<file path="src/rtl/ntha_pkg.sv">
package ntha_pkg;

  localparam int unsigned MaxTracksDefault = 16;
  localparam int unsigned CoordW = 25;
  localparam int unsigned RadW = 24;
  localparam int unsigned DriftW = 12;
  localparam int unsigned ResW = 25;
  localparam int unsigned SlotW = 4;
  localparam int unsigned SqW = 52;
  localparam int unsigned RootW = 26;
  localparam logic [ResW-1:0] ResMax = {ResW{1'b1}};
  localparam logic [ResW-1:0] ResThrReset = 25'd512;

  typedef enum logic [1:0] {
    CMD_LOAD = 2'd0,
    CMD_ASSIGN = 2'd1,
    CMD_CLEAR = 2'd2,
    CMD_NONE = 2'd3
  } cmd_t;

  typedef enum logic [2:0] {
    ST_LOADED = 3'd0,
    ST_CLEARED = 3'd1,
    ST_SKIPPED = 3'd2,
    ST_ASSIGNED = 3'd3,
    ST_NOT_ASSIGNED = 3'd4
  } status_t;

  typedef enum logic [2:0] {
    S_IDLE,
    S_MUL,
    S_SQRT,
    S_RES,
    S_NEXT,
    S_OUT
  } state_t;

  // load word broadcast to every cell of the row
  typedef struct packed {
    logic load;
    logic clear;
    logic [SlotW+3:0] slot;
    logic signed [CoordW-1:0] x;
    logic signed [CoordW-1:0] y;
    logic [RadW-1:0] rad;
  } load_t;

endpackage

</file>
<file path="src/rtl/ntha_cell.sv">
module ntha_cell #(
  parameter int unsigned Index = 0
) (
  input  logic clk,
  input  logic rst,
  input  ntha_pkg::load_t load_in,
  input  logic shift,
  input  logic signed [ntha_pkg::CoordW-1:0] x_in,
  input  logic signed [ntha_pkg::CoordW-1:0] y_in,
  input  logic [ntha_pkg::RadW-1:0] rad_in,
  input  logic valid_in,
  output logic signed [ntha_pkg::CoordW-1:0] x_out,
  output logic signed [ntha_pkg::CoordW-1:0] y_out,
  output logic [ntha_pkg::RadW-1:0] rad_out,
  output logic valid_out
);

  logic hit;

  assign hit = load_in.load && (load_in.slot == (ntha_pkg::SlotW+4)'(Index));

  // each cell holds one slot; shift rotates the row toward cell 0
  always_ff @(posedge clk) begin
    if (hit) begin
      x_out <= load_in.x;
      y_out <= load_in.y;
      rad_out <= load_in.rad;
    end else if (shift) begin
      x_out <= x_in;
      y_out <= y_in;
      rad_out <= rad_in;
    end
  end

  always_ff @(posedge clk) begin
    if (rst || load_in.clear) begin
      valid_out <= 1'b0;
    end else if (hit) begin
      valid_out <= 1'b1;
    end else if (shift) begin
      valid_out <= valid_in;
    end
  end

endmodule

</file>
<file path="config.mk">
export PLATFORM = sky130hd
export DESIGN_NAME = ntha_cell
export DESIGN_NICKNAME = d
export VERILOG_FILES = /design/src/rtl/ntha_pkg.sv /design/src/rtl/ntha_cell.sv
export SDC_FILE = /design/constraint.sdc
export NUM_CORES = 1
export LEC_CHECK = 0
export ABC_AREA = 1
export BUFFER_PORTS_ARGS = -buffer_cell sky130_fd_sc_hd__buf_4
export CAP_MARGIN = 20
export CORE_MARGIN = 5
export CORE_UTILIZATION = 30
export DETAILED_ROUTE_END_ITERATION = 8
export PLACE_DENSITY = 0.64
export SYNTH_ARGS = -nofsm -noshare
export SYNTH_HDL_FRONTEND = slang
export SYNTH_SLANG_ARGS = --single-unit
</file>
<file path="constraint.sdc">
create_clock -name clk -period 5.8 [get_ports clk]
set_clock_uncertainty 0.15 [all_clocks]
set_input_delay 1.16 -clock clk [delete_from_list [all_inputs] [get_ports clk]]
set_output_delay 1.16 -clock clk [all_outputs]
set_load 0.1 [all_outputs]
</file>
==> results_dict.tcl <==
set metrics [dict create \
    run_status "finished, final reports clean" \
    first_iter_violations 140 \
    antenna_found_initial 0 \
    grt_max_degree 77 \
    die_w_um 116.8 \
    synth-edff-count 74 \
    rsz0062_at_grt "no" \
    slew_viol_final 0 \
    slew_headroom_pct 36.69 \
    ant_nets 0 \
    cp_common_cell "sky130_fd_sc_hd__buf_4" \
    synth_async_sr_flop_share_pct 0 \
    rr_startpoint "valid_out" \
    clock_period_minus_worst_slack_ns 3.531 \
    cp.arrival_ns 3.32 \
    synth-warning-count 0 \
    syn-cell-area_mm2 0.003422 \
    synthToLayoutAreaGrowth_pct 63.18 \
    post_drt_via_cell_ratio 4.504 \
    crit_path_end_kind "flip-flop" \
    cts_tree "done" \
    gp_congestion 0.8163 \
    clkLatencyLatePin_ns 0.32 \
    tns_ns 0 \
    fp.coreArea_mm2 0.01132 \
    synth_ff_type "sky130_fd_sc_hd__edfxtp_1" \
    cpPeakStageDelay_ns 0.77 \
    drtPass1Iterations 4 \
    ioPinCount 237 \
    post-cts-setup-buffer-count 0 \
    path_class "primary input to flip-flop" \
    start_kind "primary input" \
    layout-drive-gt1-share_pct 44.85 \
    vias_in_the_first_global_route 3102 \
    synth.net_count 505 \
    wire_length_of_the_first_global_routing_pass_mm 14.92 \
    cp_data_required_time_ns 5.59 \
    dieArea_mm2 0.01364 \
    cp_cell_sequence "buf_4 > nand2_1 > nor2_1 > nand3_2 > buf_4 > nand2_4" \
    clock-sinks 75 \
    max-vdd-ir-drop_uv 159.2 \
    drv.max_cap_violation_count 0 \
    ys_seq_elements 75 \
    power_density_mw_per_mm2 319.6 \
    syn-instance-count 343 \
    drt_drc_violations_left 0 \
    filler_cell_count 1084 \
    cts_resized 0 \
    yosysSeqAreaShare_pct 65.52 \
    nNetsFinal 730 \
    core.rowCount 39 \
    cpMaxStageDelayCell "sky130_fd_sc_hd__nand2_4" \
    min_period_over_period_pct 60.88 \
    total_length_of_routed_wires_mm 10.06 \
    timing.critical_path.fanout_max 76 \
    fp.dieH_um 116.8 \
    post-layout-total-power_uw 1785 \
    tritoncts.num_buffers 9 \
    drt-wirelength-per-cell_um 14.05 \
    synthDistinctLibCells 14 \
    count_of_antenna_diodes_in_the_layout 0 \
    cts_root_buf "sky130_fd_sc_hd__clkbuf_16" \
    p_sw_uw 588.4 \
    worst_hold_launch "valid_out" \
    floorplan.initialDensity_pct 30.23 \
    synthesis.area_per_instance_um2 9.977 \
    power.static_leakage_uw 0.002707 \
    clock_tree.htree_level_count 3 \
    cts_hold_buffers 0 \
    post-dp-hpwl_mm 7.728 \
    share_seq_of_total_power_pct 36.8 \
    globalRouteOverflowTotal 0 \
    portBuffers 236 \
    worst_pin_slew_ns 0.9496 \
    groute.usage.overall_pct 14.02 \
    power_switching_share_pct 32.96 \
    max_frequency_ghz 0.2832 \
    clkPwrFrac_pct 34.5 \
    final_hold_viol_count 0 \
    via_count 3225 \
    setup-violations-final 0 \
    startpoint "load_in[83]" \
    cts.reportedPaths.clkPinSlew_ns 0.06 \
    clk_path_buf_depth 2 \
    hold_class "flip-flop to flip-flop" \
    intPower_uw 1197 \
    pwr-share-comb_pct 28.7 \
]
## worst max-delay path: cells and delay by family
kind,cells,cell delay [ns]
buffers and inverters,2,0.92
AND/OR/NAND/NOR,4,1.14
## path summary, 6_finish.rpt
| path | to | slack, ns | cells after the start |
|---|---|---|---|
| max | x_out[11] | 2.27 | 6 |
| min | valid_out | 0.51 | 3 |
| max reg2reg | valid_out | 4.77 | 3 |
| min reg2reg | valid_out | 0.51 | 3 |
## final cells by class
cell class / count / area [um2] / area share [%]
multi-input combinational: 238 / 1020 / 18.26
clock buffer: 11 / 232.7 / 4.168
tap: 143 / 178.9 / 3.204
clock inverter: 5 / 101.3 / 1.815
timing repair buffer: 238 / 1787 / 32.00
sequential: 75 / 2242 / 40.15
inverter: 6 / 22.52 / 0.4033
## kinds of logic (layout without fill, tap and decap cells)
family | after synthesis | in the layout | synth area share [%]
buffers and inverters | 30 | 260 | 5.265
AOI/OAI and AO/OA | 2 | 2 | 0.2922
and+or+nand+nor | 236 | 236 | 28.92
DFF | 75 | 75 | 65.52
## power groups by stage
stage / Combinational [uW] / Clock (uW) / Sequential, uW
2_1_floorplan: 40.4 / 0 / 979
3_3_place_gp: 513 / 0 / 668
3_5_place_dp: 514 / 0 / 669
4_1_cts: 515 / 634 / 658
5_1_grt: 530 / 659 / 661
6_report: 511 / 616 / 657
## synth_stat cells (2+ instances only)
cell | n | share of area (%)
sky130_fd_sc_hd__clkbuf_1 | 4 | 0.44
sky130_fd_sc_hd__nor2_1 | 4 | 0.44
sky130_fd_sc_hd__buf_6 | 6 | 2.0
sky130_fd_sc_hd__buf_2 | 12 | 1.8
sky130_fd_sc_hd__nand2_1 | 152 | 17
sky130_fd_sc_hd__nand3_1 | 77 | 11
sky130_fd_sc_hd__buf_4 | 2 | 0.44
sky130_fd_sc_hd__edfxtp_1 | 74 | 65
sky130_fd_sc_hd__or2_2 | 2 | 0.37
sky130_fd_sc_hd__inv_1 | 6 | 0.66
## metrics by stage
| stage | area, um2 | hold WS [ns] | cells | setup slack (ns) | utilization, % |
|---|---|---|---|---|---|
| after floorplan | 3422 | 1.071 | 343 | 1.983 | - |
| after CTS | 5584 | 0.5063 | 716 | 2.296 | 49.33 |
| after global routing | 5584 | 0.5396 | 716 | 2.055 | 49.33 |
| final | 5584 | 0.5060 | 716 | 2.269 | 49.33 |
| after detailed placement | 5250 | 0.4922 | 700 | 1.953 | 46.37 |
| after global placement | 5250 | 0.4882 | 700 | 2.070 | 46.37 |
## cell usage in the layout (no fill, tap or decap)
cell	synthesis	routed
sky130_fd_sc_hd__a21oi_1	1	1
sky130_fd_sc_hd__buf_4	2	238
sky130_fd_sc_hd__bufinv_16	0	3
sky130_fd_sc_hd__clkbuf_1	4	2
sky130_fd_sc_hd__clkbuf_16	0	9
sky130_fd_sc_hd__clkinv_1	0	1
sky130_fd_sc_hd__clkinvlp_4	0	1
sky130_fd_sc_hd__dfxtp_1	1	1
sky130_fd_sc_hd__edfxtp_1	74	74
sky130_fd_sc_hd__inv_1	6	6
sky130_fd_sc_hd__nand2_1	152	151
sky130_fd_sc_hd__nand2_4	0	1
sky130_fd_sc_hd__nand3_1	77	76
sky130_fd_sc_hd__nand3_2	0	1
sky130_fd_sc_hd__nor2_1	4	3
sky130_fd_sc_hd__nor2_2	1	1
sky130_fd_sc_hd__nor2_4	0	1
sky130_fd_sc_hd__o21ai_0	1	1
sky130_fd_sc_hd__or2_2	2	2
## layer usage
| layer | up-vias | GRT usage (%) | part of all wire (%) |
|---|---|---|---|
| li1 | 1610 | - | - |
| met1 | 1458 | 15.77 | 36 |
| met2 | 153 | 24.61 | 51 |
| met3 | 4 | 5.501 | 13 |
| met4 | 0 | 4.128 | 0.41 |
| met5 | - | 0 | 0 |
## registers in the layout, indices dropped and copies added (netlist names)
register / cells
y_out: 25
valid_out: 1
x_out: 25
rad_out: 24
Note: power is estimated with default switching activity, not from simulation.
