`config.mk`:
```
export PLATFORM = sky130hd
export DESIGN_NAME = ntha_sqrt
export DESIGN_NICKNAME = d
export VERILOG_FILES = /design/src/rtl/ntha_pkg.sv /design/src/rtl/ntha_sqrt.sv
export SDC_FILE = /design/constraint.sdc
export NUM_CORES = 1
export LEC_CHECK = 0
export BUFFER_PORTS_ARGS = -buffer_cell sky130_fd_sc_hd__buf_4
export CAP_MARGIN = 20
export CORE_ASPECT_RATIO = 1.25
export CORE_MARGIN = 2
export CORE_UTILIZATION = 60
export CTS_CLUSTER_SIZE = 40
export DETAILED_ROUTE_END_ITERATION = 8
export GPL_TIMING_DRIVEN = 0
export PLACE_DENSITY_LB_ADDON = 0.12
export SLEW_MARGIN = 10
export SYNTH_ARGS = -nofsm -noshare
export SYNTH_HDL_FRONTEND = slang
export SYNTH_SLANG_ARGS = --single-unit
```
`constraint.sdc`:
```
create_clock -name clk -period 4.4 [get_ports clk]
set_clock_uncertainty 0.05 [all_clocks]
set_input_delay 0.44 -clock clk [delete_from_list [all_inputs] [get_ports clk]]
set_output_delay 0.44 -clock clk [all_outputs]
set_load 0.1 [all_outputs]
```
`src/rtl/ntha_pkg.sv`:
```
package ntha_pkg;

  localparam int unsigned MaxTracksDefault = 16;
  localparam int unsigned CoordW = 25;
  localparam int unsigned RadW = 24;
  localparam int unsigned DriftW = 12;
  localparam int unsigned ResW = 25;
  localparam int unsigned SlotW = 4;
  localparam int unsigned SqW = 52;
  localparam int unsigned RootW = 26;
  localparam logic [ResW-1:0] ResMax = {ResW{1'b1}};
  localparam logic [ResW-1:0] ResThrReset = 25'd512;

  typedef enum logic [1:0] {
    CMD_LOAD = 2'd0,
    CMD_ASSIGN = 2'd1,
    CMD_CLEAR = 2'd2,
    CMD_NONE = 2'd3
  } cmd_t;

  typedef enum logic [2:0] {
    ST_LOADED = 3'd0,
    ST_CLEARED = 3'd1,
    ST_SKIPPED = 3'd2,
    ST_ASSIGNED = 3'd3,
    ST_NOT_ASSIGNED = 3'd4
  } status_t;

  typedef enum logic [2:0] {
    S_IDLE,
    S_MUL,
    S_SQRT,
    S_RES,
    S_NEXT,
    S_OUT
  } state_t;

  // load word broadcast to every cell of the row
  typedef struct packed {
    logic load;
    logic clear;
    logic [SlotW+3:0] slot;
    logic signed [CoordW-1:0] x;
    logic signed [CoordW-1:0] y;
    logic [RadW-1:0] rad;
  } load_t;

endpackage

```
`src/rtl/ntha_sqrt.sv`:
```
module ntha_sqrt (
  input  logic clk,
  input  logic start,
  input  logic [ntha_pkg::SqW-1:0] n,
  output logic done,
  output logic [ntha_pkg::RootW-1:0] root
);

  localparam int unsigned RemW = ntha_pkg::SqW + 2;

  logic [ntha_pkg::SqW-1:0] rad;
  logic [RemW-1:0] rem;
  logic [ntha_pkg::RootW-1:0] q;
  logic [4:0] cnt;
  logic busy;
  logic [RemW-1:0] trial;
  logic [RemW-1:0] rem_sh;

  // two bits per cycle, restoring, then round to nearest
  always_comb begin
    rem_sh = {rem[RemW-3:0], rad[ntha_pkg::SqW-1 -: 2]};
    trial = rem_sh - {{(RemW-ntha_pkg::RootW-2){1'b0}}, q, 2'b01};
  end

  always_ff @(posedge clk) begin
    done <= 1'b0;
    if (start) begin
      rad <= n;
      rem <= '0;
      q <= '0;
      cnt <= 5'(ntha_pkg::RootW);
      busy <= 1'b1;
    end else if (busy) begin
      if (cnt == 5'd0) begin
        busy <= 1'b0;
        done <= 1'b1;
        root <= (rem > {{(RemW-ntha_pkg::RootW){1'b0}}, q}) ? q + 1'b1 : q;
      end else begin
        rad <= {rad[ntha_pkg::SqW-3:0], 2'b00};
        cnt <= cnt - 5'd1;
        if (!trial[RemW-1]) begin
          rem <= trial;
          q <= {q[ntha_pkg::RootW-2:0], 1'b1};
        end else begin
          rem <= rem_sh;
          q <= {q[ntha_pkg::RootW-2:0], 1'b0};
        end
      end
    end
  end

endmodule

```
==> metrics, run 1 <==
final cell count without fillers around 1.2k; Leak 4.01 nW; top fanout value on the critical path 10; #FFs+latches synth 165; maximum vdd ir drop 372 uV; Vias 7236; post-CTS setup buffers 0; R2R Path Start q[2]$_SDFFE_PP0P_; initial antenna violation count 0; Max H-tree Level 4; first-pass GRT wire length 34300 um; IO Port Bufs 80; CP bufs+invs 2; Inst Count DP 1154; clk_lat worst skew 0.43 ns; Placed Area 9840 sq um; area occupied by multi-input gates 4540 sq um; DR WL/cell 18.1 um; post-synth cell types 74; Slew HR 39.5%; CTS Buf Count 17; pre-CTS WS -0.275 ns; CP max stage cell dfxtp_1; Main synth FF type dfxtp_1; fmax 233 MHz; Fillers approximately 1.1k; Final Instance Area roughly 10000 sq um; register area 4080 sq um; Worst Hold End rad[0]$_SDFFCE_PN0P_; Mapped Cells 893; RR Endpoint rem[39]$_SDFFE_PP0P_; R2R depth 17; final-stage net count 1080; CP delay by family, top compound AO/OA/AOI/OAI gates; CTS Buffer Depth 2; worst slew pin tran 0.907 ns; largest net degree at the start of global routing 59; crit-path cells inv_1 -> ha_1 -> a21oi_1 -> o21ai_2 -> o211a_1 -> and4bb_2 -> o31ai_4 -> a211o_1 -> ha_1 -> buf_6 -> nand3b_1 -> nor2_4 -> nand2_1 -> o21ai_0 -> o31ai_1 -> a22oi_1 -> o311ai_0; Core Rows 49; drt pass-1 iters 6; clock root cell clkbuf_16; gr usage total 27.3%; Crit path top cell by count ha_1; n_diodes 0; Final Slew Violations 0; Hold Fails Final Rpt 0; max-cap violations 0; post-route ant nets 0; R2R setup slack 0.11 ns; Setup Viol. Count Final 0; Die Footprint 15900 sq um; max incr delay on CP 0.38 ns; synthesized area around 9000 sq um; crit path DAT 4.52 ns; grt total ovfl 0; critical path class flip-flop to flip-flop; GP Congestion 0.981; syn avg cell area 10.0 sq um; total power 7.22 mW; Tcrit/Tclk final roughly 98%; number of enable flip-flop cells after synthesis 78; hold slack 0.239 ns; Worst Path Required 4.62 ns; Hold WC Path Type input port to flip-flop; Sink Count 165; drt total wl 21400 um; routed vias/inst 6.10; IO Pins 81; DP HPWL 15800 um; Final min period around 4.3 ns; Layout area overhead 16.4%; core area 14500 sq um; asr flop ratio synth 0%; register area share after synthesis 45.5%; Synth Net Count around 980; Hold Crit Start n[0]; CP Launch Type flip-flop; CTS tree done; Critical Path End Type flip-flop; outcome finished clean; power per cell area 692 nW/um^2; unrepaired setup endpoints after global routing yes; die height 141 um; die width between 100 and 150 um; starting density of the core 61.7%; final worst slack 0.109 ns; warning count from the yosys run 0; number of DRC markers in iteration 0 649; clock transition at the registers of the reported paths 0.07 ns; worst hold stages 2; DRC 0; vias in the first global route 7081; layout cells sized above 1 between 20 and 25%
-- power breakdown --
group          internal (mW)  total [mW]  switching [mW]  leakage, nW
Clock                  0.805        1.44           0.639        0.272
Combinational           1.50        3.66            2.16         2.23
Sequential              1.89        2.11           0.219         1.51
-- cell families after synthesis --
kind of cell               after synthesis  share of synthesized area, %
AOI/OAI and AO/OA                      201                          15.1
buffers and inverters                   85                          4.06
muxes                                   67                          8.19
xor gates and xnor gates                69                          6.74
DFF                                    165                          45.5
and+or+nand+nor                        275                          16.0
adders and majority gates               31                          4.33
-- layer usage --
layer / global-route usage [%] / wire length, um
met1: 31.9 / 8730
met2: 47.8 / 10600
met3: 5.76 / 1260
met4: 12.6 / 828
met5: 0 / 0
-- how the worst max path moves through the flow --
stage,startpoint,endpoint,depth (start not counted)
3_3_place_gp,q[10]$_SDFFE_PP0P_,rem[43]$_SDFFE_PP0P_,16
2_1_floorplan,rem[28]$_SDFFE_PP0P_,rem[47]$_SDFFE_PP0P_,15
5_1_grt,q[2]$_SDFFE_PP0P_,rem[39]$_SDFFE_PP0P_,17
6_report,q[2]$_SDFFE_PP0P_,rem[39]$_SDFFE_PP0P_,17
3_5_place_dp,q[2]$_SDFFE_PP0P_,rem[39]$_SDFFE_PP0P_,17
4_1_cts,q[2]$_SDFFE_PP0P_,rem[39]$_SDFFE_PP0P_,17
-- registers in the layout (all words and copies together) (netlist names) --
register,cells
rem,54
busy,1
cnt,5
q,26
rad,52
done,1
root,26
-- layout make-up --
cell class | count | share of cell area [%]
clock inverters | 12 | 1.13
flip-flops and latches | 165 | 39.1
well taps | 178 | 2.13
multi-input cells | 643 | 43.5
clock buffers | 20 | 4.28
repair buffers | 83 | 6.16
plain buffers | 46 | 2.21
inverters | 39 | 1.40
-- synthesized netlist by cell type (5+ instances only) --
master / count / area share (%)
xnor2_1: 52 / 5.1
o21bai_1: 5 / 0.42
nor3_1: 22 / 1.2
mux2_2: 51 / 6.4
clkbuf_1: 26 / 1.1
nor2_1: 47 / 2.0
nor4_1: 17 / 1.2
and2_1: 6 / 0.42
buf_1: 10 / 0.42
o22ai_1: 27 / 1.9
or3_1: 14 / 0.98
mux2i_1: 16 / 1.8
nand3_1: 24 / 1.3
a32oi_1: 13 / 1.3
dfxtp_1: 87 / 19
a21oi_1: 26 / 1.5
o21ai_0: 59 / 3.3
inv_1: 39 / 1.6
o21a_1: 5 / 0.42
ha_1: 31 / 4.3
nand2_1: 85 / 3.6
o31ai_1: 6 / 0.50
xor2_1: 17 / 1.7
nand4_1: 14 / 0.98
edfxtp_1: 78 / 26
a21o_1: 10 / 0.84
nand2b_1: 7 / 0.49
-- through the flow --
| step | TNS, ns | utilization, % |
|---|---|---|
| final | 0 | 71.8 |
| after global routing | -0.0193 | 71.8 |
| after CTS | 0 | 71.6 |
| after detailed placement | -1.69 | 67.7 |
| after global placement | -2.00 | 67.4 |
| after floorplan | 0 | - |
-- placed cells by master, fill, tap and decap left out, types with 31 or more instances in the layout --
| cell type | netlist | layout |
|---|---|---|
| buf_4 | 3 | 85 |
| ha_1 | 31 | 31 |
| nor2_1 | 47 | 46 |
| edfxtp_1 | 78 | 78 |
| mux2_2 | 51 | 51 |
| xnor2_1 | 52 | 52 |
| nand2_1 | 85 | 85 |
| dfxtp_1 | 87 | 87 |
| o21ai_0 | 59 | 59 |
| inv_1 | 39 | 39 |
-- what timing repair did --
item | CTS | global route
cloned | 0 | 0
setup endpoints to repair | 19 | 31
pin swaps | 0 | 1
hold buffers | 0 | 0
gates resized for setup | 2 | 11
Note: power is estimated with default switching activity, not from simulation.
==> inputs of run 2 (changes only) <==
PLACE_DENSITY = 0.9   (was unset)
PLACE_DENSITY_LB_ADDON = unset   (was 0.12)
==> run 2 against run 1 <==
Die area unchanged. Setup slack better by 0.072 ns. Power up 5.8%. Clock power up 15%. Non-clock buffer count up 4. Via count up 6.9%. Critical path depth down 2. Sequential share of layout area down 0.46 points. Combinational power up 5.5%. Cell area up 1.2%. Hold slack worse by 0.0071 ns. Flip-flop and latch count unchanged. Critical endpoint is now rem[46]$_SDFFE_PP0P_. Highest routed layer unchanged.
==> metrics, run 2 (same netlist as run 1, synthesis figures left out) <==
outcome finished clean; Sink Count 165 (unchanged); Final Slew Violations 0 (unchanged); Clk pwr share 21.6% (+1.6 points); starting density of the core 61.7% (unchanged); sw frac 42.5% (+0.65 points); largest net degree at the start of global routing 54 (-8.5%); Core Rows 49 (unchanged); CTS Buffer Depth 2 (unchanged); clock root cell clkbuf_16; critical path class flip-flop to flip-flop; core area 14500 sq um (unchanged); sequential power share 27.9% (-1.3 points); CTS Buf Count 17 (unchanged); Layout area overhead 17.8%; Die Footprint 15900 sq um (unchanged); IO Pins 81 (unchanged); power per cell area 723 nW/um^2 (+4.6%); max incr delay on CP 0.44 ns (+0.06 ns); DRC 0 (unchanged); top fanout value on the critical path 10 (unchanged); CP delay by family, top compound AO/OA/AOI/OAI gates; largest registers rem: 54 flops, rad: 52 flops; clock transition at the registers of the reported paths 0.07 ns (about the same); IO Port Bufs 80 (unchanged); Final Instance Area 10600 sq um (+1.2%); total power 7.64 mW (+5.8%); Placed Area 9840 sq um (unchanged); vias in the first global route 7813 (+10%); grt total ovfl 0 (unchanged); Fillers 1007 (-10%); Worst Path Required 4.67 ns (+0.05 ns); Max H-tree Level 4 (unchanged); drt pass-1 iters 7 (+1); max reg flops 54 (unchanged); Largest Register rem; worst slew pin tran 0.928 ns (+0.0206 ns); Leak 4.08 nW (+1.7%); GP Congestion 0.990 (+0.93%); hold slack 0.232 ns (-0.00707 ns); Post-CTS Hold Fix Bufs 0 (unchanged); DR WL/cell 20.1 um (+11%); final-stage net count 1084 (+0.37%); Final Core Density 72.7% (+0.85 points); combinational share of power 50.5% (-0.3 points); Slew HR 38.1% (-1.4 points); crit path DAT 4.49 ns (-0.03 ns); register area 4080 sq um (unchanged); number of DRC markers in iteration 0 698 (+7.6%); most common cell after layout, fill and taps aside buf_4; DP HPWL 16500 um (+4.7%); Critical Path End Type flip-flop; routed vias/inst 6.50 (+6.6%); Hold WC Path Type input port to flip-flop; drt total wl 23900 um (+12%); CTS tree done; Vias 7737 (+6.9%); max-cap violations 0 (unchanged); crit-path cells inv_1 -> ha_2 -> a21oi_1 -> o21ai_2 -> o211a_1 -> and4bb_2 -> o31ai_4 -> a211o_1 -> ha_1 -> buf_6 -> nand3b_1 -> a21o_1 -> nor4_1 -> xnor2_1 -> o21ai_0; most frequent cells in the layout buf_4 (90), dfxtp_1 (87), nand2_1 (85), edfxtp_1 (78), o21ai_0 (57); P_int 4.40 mW (+4.6%); initial antenna violation count 0 (unchanged); Inst Count DP 1154 (unchanged); Hold Fails Final Rpt 0 (unchanged); area occupied by multi-input gates 4550 sq um (+0.22%); Final min period 4.22 ns (-0.0719 ns); sw power 3.24 mW (+7.5%); CP Launch Type flip-flop; clk_lat worst skew 0.45 ns (+0.02 ns); maximum vdd ir drop 300 uV (-19%); Tcrit/Tclk final 95.9% (-1.6 points); n_diodes 0 (unchanged); final cell count without fillers 1190 (+0.34%); CP bufs+invs 2 (unchanged); CP max stage cell nor4_1; die height 141 um (unchanged); layout cells sized above 1 21.6% (+0.91 points); die width 113 um (unchanged); fmax 237 MHz (+1.7%); first-pass GRT wire length 38400 um (+12%); post-route ant nets 0 (unchanged); gr usage total 30.6% (+3.3 points); Setup Viol. Count Final 0 (unchanged)
==> run 2: repair_timing <==
| action | in CTS | in global routing |
|---|---|---|
| pin swaps | 0 | 4 |
| endpoints found under the setup margin | 19 | 31 |
| resized for setup | 4 | 11 |
| setup buffers | 0 | 5 |
==> run 2: path summary, 6_finish.rpt <==
check / slack, ns / cells past startpoint / endpoint / startpoint
worst min register to register: 0.41 / 1 / cnt[4]$_SDFFE_PP1P_ / cnt[4]$_SDFFE_PP1P_
worst min-delay path: 0.23 / 2 / rad[0]$_SDFFCE_PN0P_ / n[0]
worst max-delay path: 0.18 / 15 / rem[46]$_SDFFE_PP0P_ / q[2]$_SDFFE_PP0P_
worst max register to register: 0.18 / 15 / rem[46]$_SDFFE_PP0P_ / q[2]$_SDFFE_PP0P_
==> run 2: cell type report <==
cell class / count / share of cell area, %
multi-input combinational: 643 / 43.1
sequential: 165 / 38.7
timing repair buffer: 88 / 6.45
clock buffer: 18 / 4.16
buffer: 45 / 2.13
tap: 178 / 2.11
clock inverter: 14 / 1.96
inverter: 39 / 1.39
==> run 2: power by group through the flow <==
| stage | Combinational, mW | Clock [mW] | Sequential [mW] |
|---|---|---|---|
| floorplan | 2.78 | 0 | 2.08 |
| global placement | 3.46 | 0 | 2.13 |
| detailed placement | 3.54 | 0 | 2.14 |
| CTS | 3.63 | 1.64 | 2.12 |
| global route | 4.16 | 1.69 | 2.16 |
| finish | 3.86 | 1.65 | 2.13 |
==> run 2: routing by layer <==
metal / wire (um) / vias up / part of all wire (%) / track usage [%]
li1: - / 3526 / - / -
met1: 8880 / 3684 / 37 / 33.8
met2: 12000 / 402 / 50 / 53.0
met3: 1510 / 125 / 6.3 / 5.55
met4: 1570 / 0 / 6.6 / 21.2
met5: 0 / - / 0 / 0
==> run 2: worst register-to-register path, delay by kind of cell (launching register included) <==
family                     cells  cell delay [ns]
and+or+nand+nor                3             1.05
buffers and inverters          2             0.32
AOI/OAI and AO/OA              7             1.43
adders and majority gates      2             0.68
DFF                            1             0.38
xor gates and xnor gates       1             0.20
==> run 2: stage by stage <==
| step | TNS (ns) | worst slack (ns) |
|---|---|---|
| after floorplan | 0 | 0.478 |
| after global placement | -1.24 | -0.228 |
| after detailed placement | -1.90 | -0.276 |
| after CTS | 0 | 0.0111 |
| after global routing | -0.0264 | -0.0264 |
| final | 0 | 0.181 |
